<file path="src/rtl/bsfe_pkg.sv">
`timescale 1ns / 1ps
// shared constants, types and helpers for the byte-stuffed frame encoder
package bsfe_pkg;

    // framing marks
    localparam logic [7:0] HEAD_MARK = 8'hAA;
    localparam logic [7:0] TAIL_MARK = 8'h55;
    localparam logic [7:0] ESC_MARK  = 8'hA5;

    // longest run of line bytes caused by one payload beat
    localparam int RUN_MAX   = 8;
    localparam int RUN_IDX_W = $clog2(RUN_MAX);
    localparam int RUN_POS_W = RUN_IDX_W + 1;

    // one expanded run of line bytes, ready to be sent out
    typedef struct packed {
        logic [RUN_MAX-1:0][7:0] bytes;
        logic [RUN_IDX_W-1:0]    last_idx;
        logic                    frame_close;
    } run_t;

    // byte collides with a framing mark and needs an escape in front
    function automatic logic needs_escape(input logic [7:0] b);
        return (b == ESC_MARK) || (b == HEAD_MARK) || (b == TAIL_MARK);
    endfunction

endpackage

</file>
<file path="src/rtl/bsfe_expand.sv">
`timescale 1ns / 1ps
// frame state and expansion of one payload beat into its run of line bytes
module bsfe_expand (
    input  logic               clk,
    input  logic               rst_n,
    input  logic [7:0]         payload_byte,
    input  logic               last_byte,
    input  logic               take,
    output bsfe_pkg::run_t     run
);

    logic       in_frame_reg;
    logic       in_frame_next;
    logic [7:0] sum_reg;
    logic [7:0] sum_next;
    logic [7:0] sum_add;

    // checksum including this beat
    assign sum_add = sum_reg + payload_byte;

    // build the run: header at frame start, escaped byte, and on the last byte the escaped checksum and tail
    always_comb
    begin
        logic [bsfe_pkg::RUN_POS_W-1:0] pos;
        pos = '0;
        run.bytes = '0;
        if (!in_frame_reg)
        begin
            run.bytes[0] = bsfe_pkg::HEAD_MARK;
            run.bytes[1] = bsfe_pkg::HEAD_MARK;
            pos = bsfe_pkg::RUN_POS_W'(2);
        end
        if (bsfe_pkg::needs_escape(payload_byte))
        begin
            run.bytes[pos[bsfe_pkg::RUN_IDX_W-1:0]] = bsfe_pkg::ESC_MARK;
            pos = pos + 1'b1;
        end
        run.bytes[pos[bsfe_pkg::RUN_IDX_W-1:0]] = payload_byte;
        pos = pos + 1'b1;
        if (last_byte)
        begin
            if (bsfe_pkg::needs_escape(sum_add))
            begin
                run.bytes[pos[bsfe_pkg::RUN_IDX_W-1:0]] = bsfe_pkg::ESC_MARK;
                pos = pos + 1'b1;
            end
            run.bytes[pos[bsfe_pkg::RUN_IDX_W-1:0]] = sum_add;
            pos = pos + 1'b1;
            run.bytes[pos[bsfe_pkg::RUN_IDX_W-1:0]] = bsfe_pkg::TAIL_MARK;
            pos = pos + 1'b1;
            run.bytes[pos[bsfe_pkg::RUN_IDX_W-1:0]] = bsfe_pkg::TAIL_MARK;
            pos = pos + 1'b1;
        end
        run.last_idx    = bsfe_pkg::RUN_IDX_W'(pos - 1'b1);
        run.frame_close = last_byte;
    end

    // frame state after this beat
    always_comb
    begin
        in_frame_next = in_frame_reg;
        sum_next      = sum_reg;
        if (take)
        begin
            in_frame_next = !last_byte;
            sum_next      = last_byte ? 8'h00 : sum_add;
        end
    end

    // frame state registers
    always_ff @(posedge clk or negedge rst_n)
    begin
        if (!rst_n)
        begin
            in_frame_reg <= 1'b0;
            sum_reg      <= 8'h00;
        end
        else
        begin
            in_frame_reg <= in_frame_next;
            sum_reg      <= sum_next;
        end
    end

endmodule

</file>
<file path="src/rtl/bsfe_emit.sv">
`timescale 1ns / 1ps
// run register and sender for the expanded line bytes, one byte per cycle while out_ready is high
module bsfe_emit (
    input  logic               clk,
    input  logic               rst_n,
    input  bsfe_pkg::run_t     run_in,
    input  logic               load,
    output logic               free,
    output logic               out_valid,
    input  logic               out_ready,
    output logic [7:0]         line_byte,
    output logic               run_end,
    output logic               frame_end
);

    bsfe_pkg::run_t                run_reg;
    bsfe_pkg::run_t                run_next;
    logic                          valid_reg;
    logic                          valid_next;
    logic [bsfe_pkg::RUN_IDX_W-1:0] idx_reg;
    logic [bsfe_pkg::RUN_IDX_W-1:0] idx_next;
    logic                          beat;

    // current byte of the held run
    assign out_valid = valid_reg;
    assign line_byte = run_reg.bytes[idx_reg];
    assign run_end   = (idx_reg == run_reg.last_idx);
    assign frame_end = run_end && run_reg.frame_close;
    assign beat      = valid_reg && out_ready;

    // a new run may load when empty or when the final byte leaves now
    assign free = !valid_reg || (out_ready && run_end);

    // sender control
    always_comb
    begin
        run_next   = run_reg;
        valid_next = valid_reg;
        idx_next   = idx_reg;
        if (beat)
        begin
            idx_next = idx_reg + 1'b1;
            if (run_end)
            begin
                valid_next = 1'b0;
                idx_next   = '0;
            end
        end
        if (load)
        begin
            run_next   = run_in;
            valid_next = 1'b1;
            idx_next   = '0;
        end
    end

    // control registers
    always_ff @(posedge clk or negedge rst_n)
    begin
        if (!rst_n)
        begin
            valid_reg <= 1'b0;
            idx_reg   <= '0;
        end
        else
        begin
            valid_reg <= valid_next;
            idx_reg   <= idx_next;
        end
    end

    // run payload register
    always_ff @(posedge clk)
    begin
        run_reg <= run_next;
    end

    // index never passes the end of the held run
    assert property (@(posedge clk) disable iff (!rst_n)
        valid_reg |-> (idx_reg <= run_reg.last_idx))
        else $error("run index beyond end of run");

    // a closing byte is always a tail mark at the end of its run
    assert property (@(posedge clk) disable iff (!rst_n)
        (valid_reg && frame_end) |-> (run_end && line_byte == bsfe_pkg::TAIL_MARK))
        else $error("frame end not on final tail byte");

    // after the final byte of a run leaves, the next run starts at its first byte
    assert property (@(posedge clk) disable iff (!rst_n)
        (beat && run_end) |=> (idx_reg == '0))
        else $error("run index not restarted");

    // a load only happens when the register is free
    assert property (@(posedge clk) disable iff (!rst_n)
        load |-> free)
        else $error("run loaded while still busy");

endmodule

</file>
<file path="src/rtl/byte_stuffed_frame_encoder.sv">
`timescale 1ns / 1ps
// top level of the byte-stuffed frame encoder
// Takes one payload beat and sends 1 to 8 line bytes for it, one byte per
// cycle while out_ready is high: the 0xAA 0xAA header before a frame's first
// byte, an 0xA5 escape before any byte equal to 0xA5, 0xAA or 0x55, and after
// the last byte the escaped modulo-256 checksum and the 0x55 0x55 tail. A beat
// is expanded combinationally into a run register; the next beat is taken in
// the same cycle the final byte of the current run is taken, so the single
// output byte per cycle, held back by out_ready, sets the rate of beats.
module byte_stuffed_frame_encoder (
    input  logic       clk,
    input  logic       rst_n,
    input  logic       in_valid,
    output logic       in_ready,
    input  logic [7:0] payload_byte,
    input  logic       last_byte,
    output logic       out_valid,
    input  logic       out_ready,
    output logic [7:0] line_byte,
    output logic       run_end,
    output logic       frame_end
);

    bsfe_pkg::run_t run;
    logic           take;
    logic           free;

    // input beat handshake
    assign in_ready = free;
    assign take     = in_valid && free;

    // frame state and run expansion
    bsfe_expand u_expand (
        .clk          (clk),
        .rst_n        (rst_n),
        .payload_byte (payload_byte),
        .last_byte    (last_byte),
        .take         (take),
        .run          (run)
    );

    // run register and byte sender
    bsfe_emit u_emit (
        .clk       (clk),
        .rst_n     (rst_n),
        .run_in    (run),
        .load      (take),
        .free      (free),
        .out_valid (out_valid),
        .out_ready (out_ready),
        .line_byte (line_byte),
        .run_end   (run_end),
        .frame_end (frame_end)
    );

endmodule
</file>
<file path="config.mk">
export PLATFORM = sky130hd
export DESIGN_NAME = byte_stuffed_frame_encoder
export DESIGN_NICKNAME = d
export VERILOG_FILES = /design/src/rtl/bsfe_pkg.sv /design/src/rtl/bsfe_expand.sv /design/src/rtl/bsfe_emit.sv /design/src/rtl/byte_stuffed_frame_encoder.sv
export SDC_FILE = /design/constraint.sdc
export NUM_CORES = 1
export LEC_CHECK = 0
export BUFFER_PORTS_ARGS = -buffer_cell sky130_fd_sc_hd__buf_2
export CORE_UTILIZATION = 35
export CTS_CLUSTER_SIZE = 14
export DETAILED_ROUTE_END_ITERATION = 10
export PLACE_DENSITY = 0.52
export RECOVER_POWER = 50
export SETUP_SLACK_MARGIN = 0.2
export SKIP_LAST_GASP = 1
export SLEW_MARGIN = 5
export SYNTH_ARGS = -nofsm -noshare
export SYNTH_HDL_FRONTEND = slang
export SYNTH_HIERARCHICAL = 1
export SYNTH_SLANG_ARGS = --single-unit
</file>
<file path="constraint.sdc">
create_clock -name clk -period 11.4 [get_ports clk]
set_input_delay 1.14 -clock clk [delete_from_list [all_inputs] [get_ports clk]]
set_output_delay 1.14 -clock clk [all_outputs]
set_load 0.005 [all_outputs]
</file>
==> key figures, run 1 <==
Outcome
  • Outcome: finished with violations
  • Violated checks: capacitance limit, slew limit

Global routing
  • Initial antenna violation count: 0
  • Gr usage total: between 20% and 30%
  • First-pass GRT wire length: about 26000 um
  • Vias in the first global route: 4379
  • Grt ovf: 0
  • Largest net degree at the start of global routing: 54

Timing
  • Clk_skew: 0.006933 ns
  • Period minus WS final: between 6 and 7 ns
  • Fmax: 151.4 MHz
  • RSZ-0062 raised after global routing: no
  • Relative slew slack: -80.15%
  • Worst hold slack: 0.5386 ns
  • Fin crit share: 57.93%
  • Hold Violations, Final: 0
  • Worst-Margin Slew: about 2.7 ns
  • Endpoints failing setup: 0
  • Setup_tns: 0 ns
  • Pins Over Slew Limit: approximately 140

Worst setup path
  • Worst EP arrival: 6.68 ns
  • Crit end category: flip-flop
  • CP required: ~11 ns
  • Max FO, Critical Path: 9
  • Critical Path Start Type: input pin
  • WS Path Type: input pin to flip-flop

CTS
  • CTS tree: done
  • H-tree levels: 3
  • Hold_buf cts: 0
  • Setup bufs post-CTS: 0
  • Clock transition at path regs: 0.06 ns
  • Worst-skew pair later-pin latency: around 0.35 ns
  • Maximum clock path buffer count: 2
  • Clock Tree Root: clkbuf_16
  • Total CTS buffers: 9
  • TritonCTS Sinks: a little over 80
  • CTS resizes: 0

Floorplan
  • FP Rows: 46
  • Initial core utilization: around 36%
  • Core region area: 0.01589 mm2
  • Ports: 25
  • Die W: 129.3 um
  • Chip height: 129.3 um
  • Die ar.: approximately 0.017 mm2

Place
  • DP Area: about 0.0059 mm2
  • DP HPWL: 12100 um
  • # port buffers: 24
  • Gpl congestion: 0.9531

Route
  • Routed wire per std cell: 21.90 um
  • Pre-antenna DRT Iters: 5
  • Final WL: roughly 17000 um
  • Drt initial violations: 460
  • Via Count: ~4.6k
  • Final ANT Viol Nets: 0
  • Vias/cell: 6.065
  • Detailed-route DRC error count: 0

Logic synthesis
  • Cells after Synth: 538
  • Register area share after synthesis: a little over two fifths
  • Largest area contributor in the netlist: edfxtp_1
  • Top_reg_cell synth: edfxtp_1
  • Yosys reg bits: 81
  • Async set-or-reset flop fraction in the synthesized netlist: 16.05%
  • Number of flops mapped to enable cells by yosys: roughly 70
  • Avg Cell Area, Syn: 10.55 um2
  • Syn Nets: 571
  • Yosys top cell area share: 35.98%
  • Area contributors post-synth: edfxtp_1 (36%), dfrtp_1 (5.7%), ha_1 (4.2%)
  • Synth Cell Area: between 0.005 and 0.006 mm2
  • Synth unique cells: between 80 and 90
  • Synth Warn #: 6

Final layout
  • Antenna diode count: 0
  • Nets: about 580
  • Final core occ: between 30% and 40%
  • P&R area growth vs syn: 9.369%
  • Most frequent cells in the layout: edfxtp_1 (68), nand2_1 (46), nor2_1 (39)
  • Share of cells above drive strength 1: about 14%
  • Design area: approximately 0.0062 mm2
  • Fill cells: 1596
  • Most common cell after layout, fill and taps aside: edfxtp_1
  • Max FFs per register: 68

Job
  • Number of max-cap violations: 3

Power and ir drop
  • LEAKAGE: roughly 2.2 nW
  • Worst vdd ir: between 0.1 and 0.15 mV
  • Pwr Density: 275.0 mW/mm2

Min path
  • HP Class: flip-flop to flip-flop
-- Yosys cell counts, drive strengths merged (5+ instances only) --
library cell	count
edfxtp	68
nand2	46
nor2	39
a21oi	37
o21ai	26
clkbuf	23
inv	22
ha	19
mux4	16
dfrtp	13
a211oi	11
buf	11
mux2	10
nand2b	10
nor3	10
a22oi	9
o22ai	9
xnor2	9
a31oi	8
o211ai	8
a22o	7
and2	7
nand3	7
xor2	7
a31o	6
a32oi	6
and3	6
o32ai	6
a221oi	5
a32o	5
mux2i	5
o2bb2ai	5
-- where the power goes --
part | internal [W] | total [W] | leakage (nW) | switching [W]
logic | 0.000341 | 0.000915 | 1.28 | 0.000573
clock network | 0.000171 | 0.000298 | 0.140 | 0.000126
registers | 0.000446 | 0.000494 | 0.806 | 0.0000486
-- cells by family after synthesis --
logic type / after synthesis / synth area share (%)
AOI/OAI and AO/OA: 178 / 22.62
and+or+nand+nor: 154 / 13.80
DFF: 81 / 41.71
buffers and inverters: 58 / 4.453
muxes: 31 / 10.14
adders and majority gates: 20 / 4.541
xor gates and xnor gates: 16 / 2.734
-- routing by layer --
| metal | track usage (%) | part of all wire, % | up-vias |
|---|---|---|---|
| li1 | - | - | 2120 |
| met1 | 28.49 | 45 | 2269 |
| met2 | 32.35 | 45 | 203 |
| met3 | 3.014 | 5.7 | 42 |
| met4 | 11.76 | 4.3 | 0 |
| met5 | 0 | 0 | - |
-- worst max-delay path, stage by stage --
cell and delay, ns:
buf_2 0.14, ha_1 0.24, fa_1 0.45, a211oi_1 0.46
nor4b_1 0.17, nor3_2 0.68, o2111ai_1 0.47, a21oi_1 0.69
xnor2_1 0.23, ha_1 0.26, nor3b_1 0.26, xnor2_1 0.16
a21oi_1 0.06, a311o_1 0.39, and2_1 0.30, a2111oi_0 0.50
a21oi_1 0.08
-- final cells by class --
| cell class | count | area (um2) | share of cell area, % |
|---|---|---|---|
| Tap cell | 216 | 270.3 | 4.354 |
| Inverter | 24 | 90.09 | 1.451 |
| Clock inverter | 7 | 77.57 | 1.250 |
| Timing Repair Buffer | 28 | 136.4 | 2.197 |
| Sequential cell | 81 | 2367 | 38.14 |
| Clock buffer | 9 | 225.2 | 3.628 |
| Multi-Input combinational cell | 399 | 3040 | 48.98 |
-- per-stage QoR --
stage	instances	worst slack (ns)	total power, W
CTS	764	4.895	0.001714
global route	764	4.144	0.001811
floorplan	538	5.775	0.001153
detailed placement	748	4.567	0.001411
finish	764	4.796	0.001707
global placement	748	4.433	0.001404
-- worst paths after layout --
path / start / end / slack (ns) / depth (start not counted)
max reg2reg: u_emit/idx_reg[1] / u_expand/sum_reg[7] / 4.98 / 7
min reg2reg: u_expand/sum_reg[2] / u_expand/sum_reg[2] / 0.54 / 2
min: u_expand/sum_reg[2] / u_expand/sum_reg[2] / 0.54 / 2
max: payload_byte[0] / u_emit/run_reg[28] / 4.80 / 17
max in group asynchronous: rst_n / u_expand/sum_reg[0] / 9.90 / 1
min in group asynchronous: rst_n / u_emit/idx_reg[2] / 0.91 / 1
Note: power is estimated with default switching activity, not from simulation.
==> run 2, diff against run 1 <==
==> constraint.sdc (replaced) <==
create_clock -name clk -period 6.76 [get_ports clk]
set_input_delay 0.676 -clock clk [delete_from_list [all_inputs] [get_ports clk]]
set_output_delay 0.676 -clock clk [all_outputs]
set_load 0.005 [all_outputs]
==> run 2 against run 1 <==
  * Clock power grew 67%
  * Wire length grew 1.3%
  * The flow still finishes with violations (capacitance limit, slew limit)
  * Largest cell class unchanged
  * Clock skew is essentially flat
  * Die area is the same
  * Via count grew 0.60%
  * Total power grew 70%
  * Setup slack lost 3.8 ns
  * Sequential power grew 68%
  * Utilization grew 0.38 points
==> key figures, run 2 (synthesized netlist as in run 1, its figures left out) <==
Final layout
  • Most frequent cells in the layout: edfxtp_1 (68), nand2_1 (46), nor2_1 (39)
  • Design area: around 0.0063 mm2
  • Nets: about 580
  • Max FFs per register: 68
  • Non-Filler Instances: between 700 and 800
  • Most common cell after layout, fill and taps aside: edfxtp_1
  • Share of cells above drive strength 1: about 15%
  • Antenna diode count: 0
  • Fill cells: approximately 1.6k
  • Final core occ: between 30 and 40%
  • P&R area growth vs syn: 10.43%

Global routing
  • Vias in the first global route: 4399
  • Initial antenna violation count: 0
  • Grt ovf: 0
  • Gr usage total: between 20% and 30%
  • First-pass GRT wire length: about 26000 um
  • Largest net degree at the start of global routing: 50

Route
  • Via Count: about 4.7k
  • Drt initial violations: 562
  • Pre-antenna DRT Iters: 5
  • Detailed-route DRC error count: 0
  • Final ANT Viol Nets: 0
  • Routed wire per std cell: 21.95 um
  • Vias/cell: around 6.0
  • Final WL: 16940 um

Power and ir drop
  • Pwr Density: roughly 460 mW/mm2
  • Worst vdd ir: 0.1838 mV
  • LEAKAGE: around 2.3 nW

Worst setup path
  • Critical Path Start Type: input pin
  • Flop2flop setup slack: 1.14 ns
  • Crit end category: flip-flop
  • Worst R2R Path Depth: 16
  • Reg2reg end: u_emit/run_reg[27]
  • Worst EP arrival: just under 6 ns
  • Slowest-stage cell, CP: nor2_1
  • CP peak stage delay: between 0.5 and 0.6 ns
  • Most Frequent Cell on Critical Path: ha_1
  • Reg-to-Reg Start: u_expand/sum_reg[0]
  • Max FO, Critical Path: 11
  • WS Path Type: input pin to flip-flop
  • CP required: 6.87 ns
  • CP cell instances: buf_2, ha_1, fa_1, a211oi_1, nor4b_1, or3_1, nand4_2, a21oi_1, nor2_1, inv_1, ha_1, o211ai_1, mux2i_1, a221oi_1, nor3b_1, or2_1, o32ai_1

CTS
  • TritonCTS Sinks: slightly above 80
  • Setup bufs post-CTS: 0
  • H-tree levels: 3
  • CTS resizes: 0
  • Clock transition at path regs: roughly 0.060 ns
  • Clock Tree Root: clkbuf_16
  • Maximum clock path buffer count: 2
  • CTS tree: done
  • Total CTS buffers: 9
  • Worst-skew pair later-pin latency: 0.34 ns
  • Hold_buf cts: 0

Place
  • # port buffers: 24
  • DP Cell Count: between 700 and 800
  • DP HPWL: 12170 um
  • Gpl congestion: about 0.94
  • DP Area: about 0.006 mm2

Min path
  • HP Class: input pin to async pin

Floorplan
  • Initial core utilization: 35.73%
  • Core region area: 0.01589 mm2
  • Die W: roughly 130 um
  • Die ar.: 0.01673 mm2
  • Ports: 25
  • Chip height: ~130 um
  • FP Rows: 46

Job
  • Number of max-cap violations: 2

Timing
  • Fin crit share: a little over four fifths
  • Period minus WS final: roughly 5.7 ns
  • Worst-Margin Slew: about 2.7 ns
  • Hold Violations, Final: 0
  • Pins Over Slew Limit: 94
  • Clk_skew: between 0.007 and 0.008 ns
  • Setup_tns: 0 ns
  • Worst hold slack: between 0.4 and 0.5 ns
  • Fmax: 174.2 MHz
  • Endpoints failing setup: 0
  • Relative slew slack: -77.15%
  • RSZ-0062 raised after global routing: no

Outcome
  • Violated checks: capacitance limit, slew limit
  • Outcome: finished with violations
## run 2: cell types whose count changed in the layout (fill, tap and decap cells not counted), sizes merged
cell	before	now
buf	21	28
clkbuf	16	17
## run 2: area by class of cell
type	instances	area (um2)	share of cell area (%)
clock inverters	7	77.57	1.238
inverters	24	90.09	1.437
well taps	216	270.3	4.312
flip-flops and latches	81	2367	37.77
multi-input cells	399	3040	48.51
repair buffers	36	196.4	3.134
clock buffers	9	225.2	3.594
## run 2: power by group
group / switching [W] / total [W] / internal (W)
clock network: 0.000210 / 0.000499 / 0.000289
registers: 0.0000828 / 0.000832 / 0.000750
logic: 0.000973 / 0.00157 / 0.000600
total: 0.00127 / 0.00290 / 0.00164
## run 2: stage by stage
step                worst slack (ns)  total power, W
global route                  0.5911        0.003085
detailed placement            0.7885        0.002410
finish                         1.020        0.002904
CTS                            1.139        0.002917
floorplan                      1.599        0.001945
global placement              0.8391        0.002400
## run 2: per-layer routing
metal  GRT usage (%)  up-vias  routed length, um
li1                -     2140                  -
met1           29.01     2288               7534
met2           33.90      209               7893
met3           3.468       25               1130
met4           7.751        0                386
met5               0        -                  0
## run 2: worst max path at each step
stage	start	end
after detailed placement	payload_byte[0]	u_emit/run_reg[27]
final	payload_byte[0]	u_emit/run_reg[27]
after floorplan	payload_byte[0]	u_emit/run_reg[28]
after global placement	payload_byte[0]	u_emit/run_reg[28]
after CTS	payload_byte[0]	u_emit/run_reg[27]
after global routing	payload_byte[0]	u_emit/run_reg[25]
## run 2: critical path: cells and delay by family
| family | cells | cell delay [ns] |
|---|---|---|
| buffers and inverters | 2 | 0.40 |
| multiplexers | 1 | 0.09 |
| AND/OR/NAND/NOR | 6 | 1.99 |
| adder cells (fa/ha/maj) | 3 | 1.04 |
| AO/OA/AOI/OAI | 5 | 1.64 |
==> run 3, diff against run 2 <==
--- a/config.mk
+++ b/config.mk
@@ -9,7 +9,7 @@
 export CORE_UTILIZATION = 35
 export CTS_CLUSTER_SIZE = 14
 export DETAILED_ROUTE_END_ITERATION = 10
-export PLACE_DENSITY = 0.52
+export PLACE_DENSITY = 0.54
 export RECOVER_POWER = 50
 export SETUP_SLACK_MARGIN = 0.2
 export SKIP_LAST_GASP = 1
==> constraint.sdc (replaced) <==
create_clock -name clk -period 4.97 [get_ports clk]
set_input_delay 0.497 -clock clk [delete_from_list [all_inputs] [get_ports clk]]
set_output_delay 0.497 -clock clk [all_outputs]
set_load 0.005 [all_outputs]
==> run 3 against run 2 <==
  * The flow still finishes with violations (capacitance limit, slew limit)
  * Non-clock buffer count rose by 29
  * Global-route usage rose by 0.64 points
  * Sequential power rose by 36%
  * Die area did not move
  * Total power rose by 43%
  * Cell count rose by 3.8%
  * Setup slack got worse by 0.67 ns
  * Largest power group unchanged
  * Via count rose by 2.3%
  * Cell area rose by 4.4%
==> key figures, run 3 (synthesized netlist as in run 1, its figures left out) <==
Timing
  • Worst-Margin Slew: between 2 and 2.5 ns
  • Worst hold slack: slightly above 0.3 ns
  • Clk_skew: between 0.009 and 0.01 ns
  • Hold Violations, Final: 0
  • Endpoints failing setup: 0
  • Setup_tns: 0 ns
  • Fmax: about 220 MHz
  • Fin crit share: ~93%
  • Relative slew slack: -43.28%
  • Period minus WS final: between 4 and 5 ns
  • RSZ-0062 raised after global routing: no
  • Pins Over Slew Limit: 97

Outcome
  • Violated checks: capacitance limit, slew limit
  • Outcome: finished with violations

Floorplan
  • Ports: 25
  • Core region area: 0.01589 mm2
  • Die W: between 100 and 150 um
  • FP Rows: between 40 and 50
  • Die ar.: roughly 0.017 mm2
  • Chip height: ~130 um
  • Initial core utilization: between 30% and 40%

Place
  • Gpl congestion: 0.9504
  • DP HPWL: around 13000 um
  • # port buffers: 24

Worst setup path
  • Worst EP arrival: 4.70 ns
  • WS Path Type: flip-flop to flip-flop
  • Crit end category: flip-flop
  • Reg2reg end: u_emit/run_reg[28]
  • Reg-to-Reg Start: u_expand/sum_reg[0]
  • Flop2flop setup slack: 0.35 ns
  • Max FO, Critical Path: 3
  • CP required: 5.05 ns
  • Worst R2R Path Depth: 16
  • Critical Path Start Type: flip-flop

CTS
  • Clock transition at path regs: 0.06 ns
  • Total CTS buffers: 9
  • CTS tree: done
  • Maximum clock path buffer count: 2
  • TritonCTS Sinks: slightly above 80
  • Clock Tree Root: clkbuf_16
  • H-tree levels: 3
  • Worst-skew pair later-pin latency: 0.35 ns

Route
  • Via Count: ~4.8k
  • Final ANT Viol Nets: 0
  • Routed wire per std cell: between 20 and 25 um
  • Final WL: ~18000 um
  • Pre-antenna DRT Iters: 5
  • Detailed-route DRC error count: 0
  • Vias/cell: a little under 6
  • Drt initial violations: about 500

Global routing
  • Vias in the first global route: 4494
  • Largest net degree at the start of global routing: 50
  • Grt ovf: 0
  • Initial antenna violation count: 0
  • Gr usage total: 21.87%
  • First-pass GRT wire length: 26340 um

Power and ir drop
  • LEAKAGE: 2.399 nW
  • Pwr Total: around 0.0042 W
  • Worst vdd ir: between 0.2 and 0.3 mV
  • Pwr Density: around 640 mW/mm2

Final layout
  • Fill cells: around 1.6k
  • Antenna diode count: 0
  • P&R area growth vs syn: 15.32%
  • Max FFs per register: ~70
  • Share of cells above drive strength 1: 20.34%
  • Most common cell after layout, fill and taps aside: edfxtp_1
  • Area of the multi-input gates: around 0.0031 mm2
  • Nets: roughly 600
  • Area occupied by registers: roughly 0.0024 mm2
  • Most frequent cells in the layout: edfxtp_1 (68), nand2_1 (46), nor2_1 (39), buf_4 (39), a21oi_1 (35)

Min path
  • HP Class: input pin to async pin

Job
  • Number of max-cap violations: 2
[run 3: worst max-delay path by stage]
stage                                    end  depth (start not counted)  slack, ns                 from
final                     u_emit/run_reg[28]                         16       0.35  u_expand/sum_reg[0]
after global placement    u_emit/run_reg[28]                         17       0.09      payload_byte[0]
after CTS                 u_emit/run_reg[28]                         16       0.34  u_expand/sum_reg[0]
after global routing        u_emit/out_valid                          7       0.12    u_emit/idx_reg[1]
after floorplan           u_emit/run_reg[28]                         19       0.25      payload_byte[0]
after detailed placement  u_emit/run_reg[28]                         17       0.08      payload_byte[0]
[run 3: final cells by class]
| class | count | area share (%) |
|---|---|---|
| flip-flops and latches | 81 | 36.17 |
| clock inverters | 6 | 1.032 |
| inverters | 24 | 1.376 |
| clock buffers | 10 | 3.498 |
| multi-input cells | 399 | 47.47 |
| repair buffers | 65 | 6.328 |
| well taps | 216 | 4.129 |
[run 3: per-layer routing]
layer | track usage, % | part of all wire [%] | up-vias
li1 | - | - | 2192
met3 | 4.418 | 5.7 | 22
met5 | 0 | 0 | -
met2 | 35.99 | 48 | 190
met4 | 8.720 | 2.4 | 0
met1 | 28.20 | 44 | 2367
[run 3: power by group]
part,leakage (nW),total [W],switching (W),internal (W)
sequential,0.806,0.00113,0.000112,0.00102
clock,0.139,0.000675,0.000284,0.000391
combinational,1.45,0.00236,0.00140,0.000953
total,2.40,0.00416,0.00180,0.00236
[run 3: per-stage QoR]
stage / setup WS, ns / instance area (um2) / cells / util (%)
global route: 0.1218 / 6545 / 801 / 41.20
floorplan: 0.2473 / 5733 / 538 / -
finish: 0.3499 / 6545 / 801 / 41.20
CTS: 0.3423 / 6554 / 798 / 41.26
global placement: 0.09346 / 6257 / 782 / 39.39
detailed placement: 0.07797 / 6257 / 782 / 39.39
[run 3: worst max-delay path, cell delays in order (launching register included)]
cell	delay, ns
dfrtp_1	0.38
ha_1	0.22
fa_2	0.40
xnor2_1	0.17
or4_4	0.51
a211oi_4	0.29
nand4_4	0.17
a21oi_4	0.20
xnor2_1	0.17
ha_1	0.24
nor3b_2	0.19
xnor2_1	0.16
a21oi_1	0.06
a311o_1	0.35
a311oi_1	0.49
nand2b_1	0.23
a21oi_1	0.11
[run 3: timing repair]
item	4_1_cts	5_1_grt
hold buffers	0	0
setup buffers	0	3
endpoints found under the setup margin	0	15
resized for setup	0	3
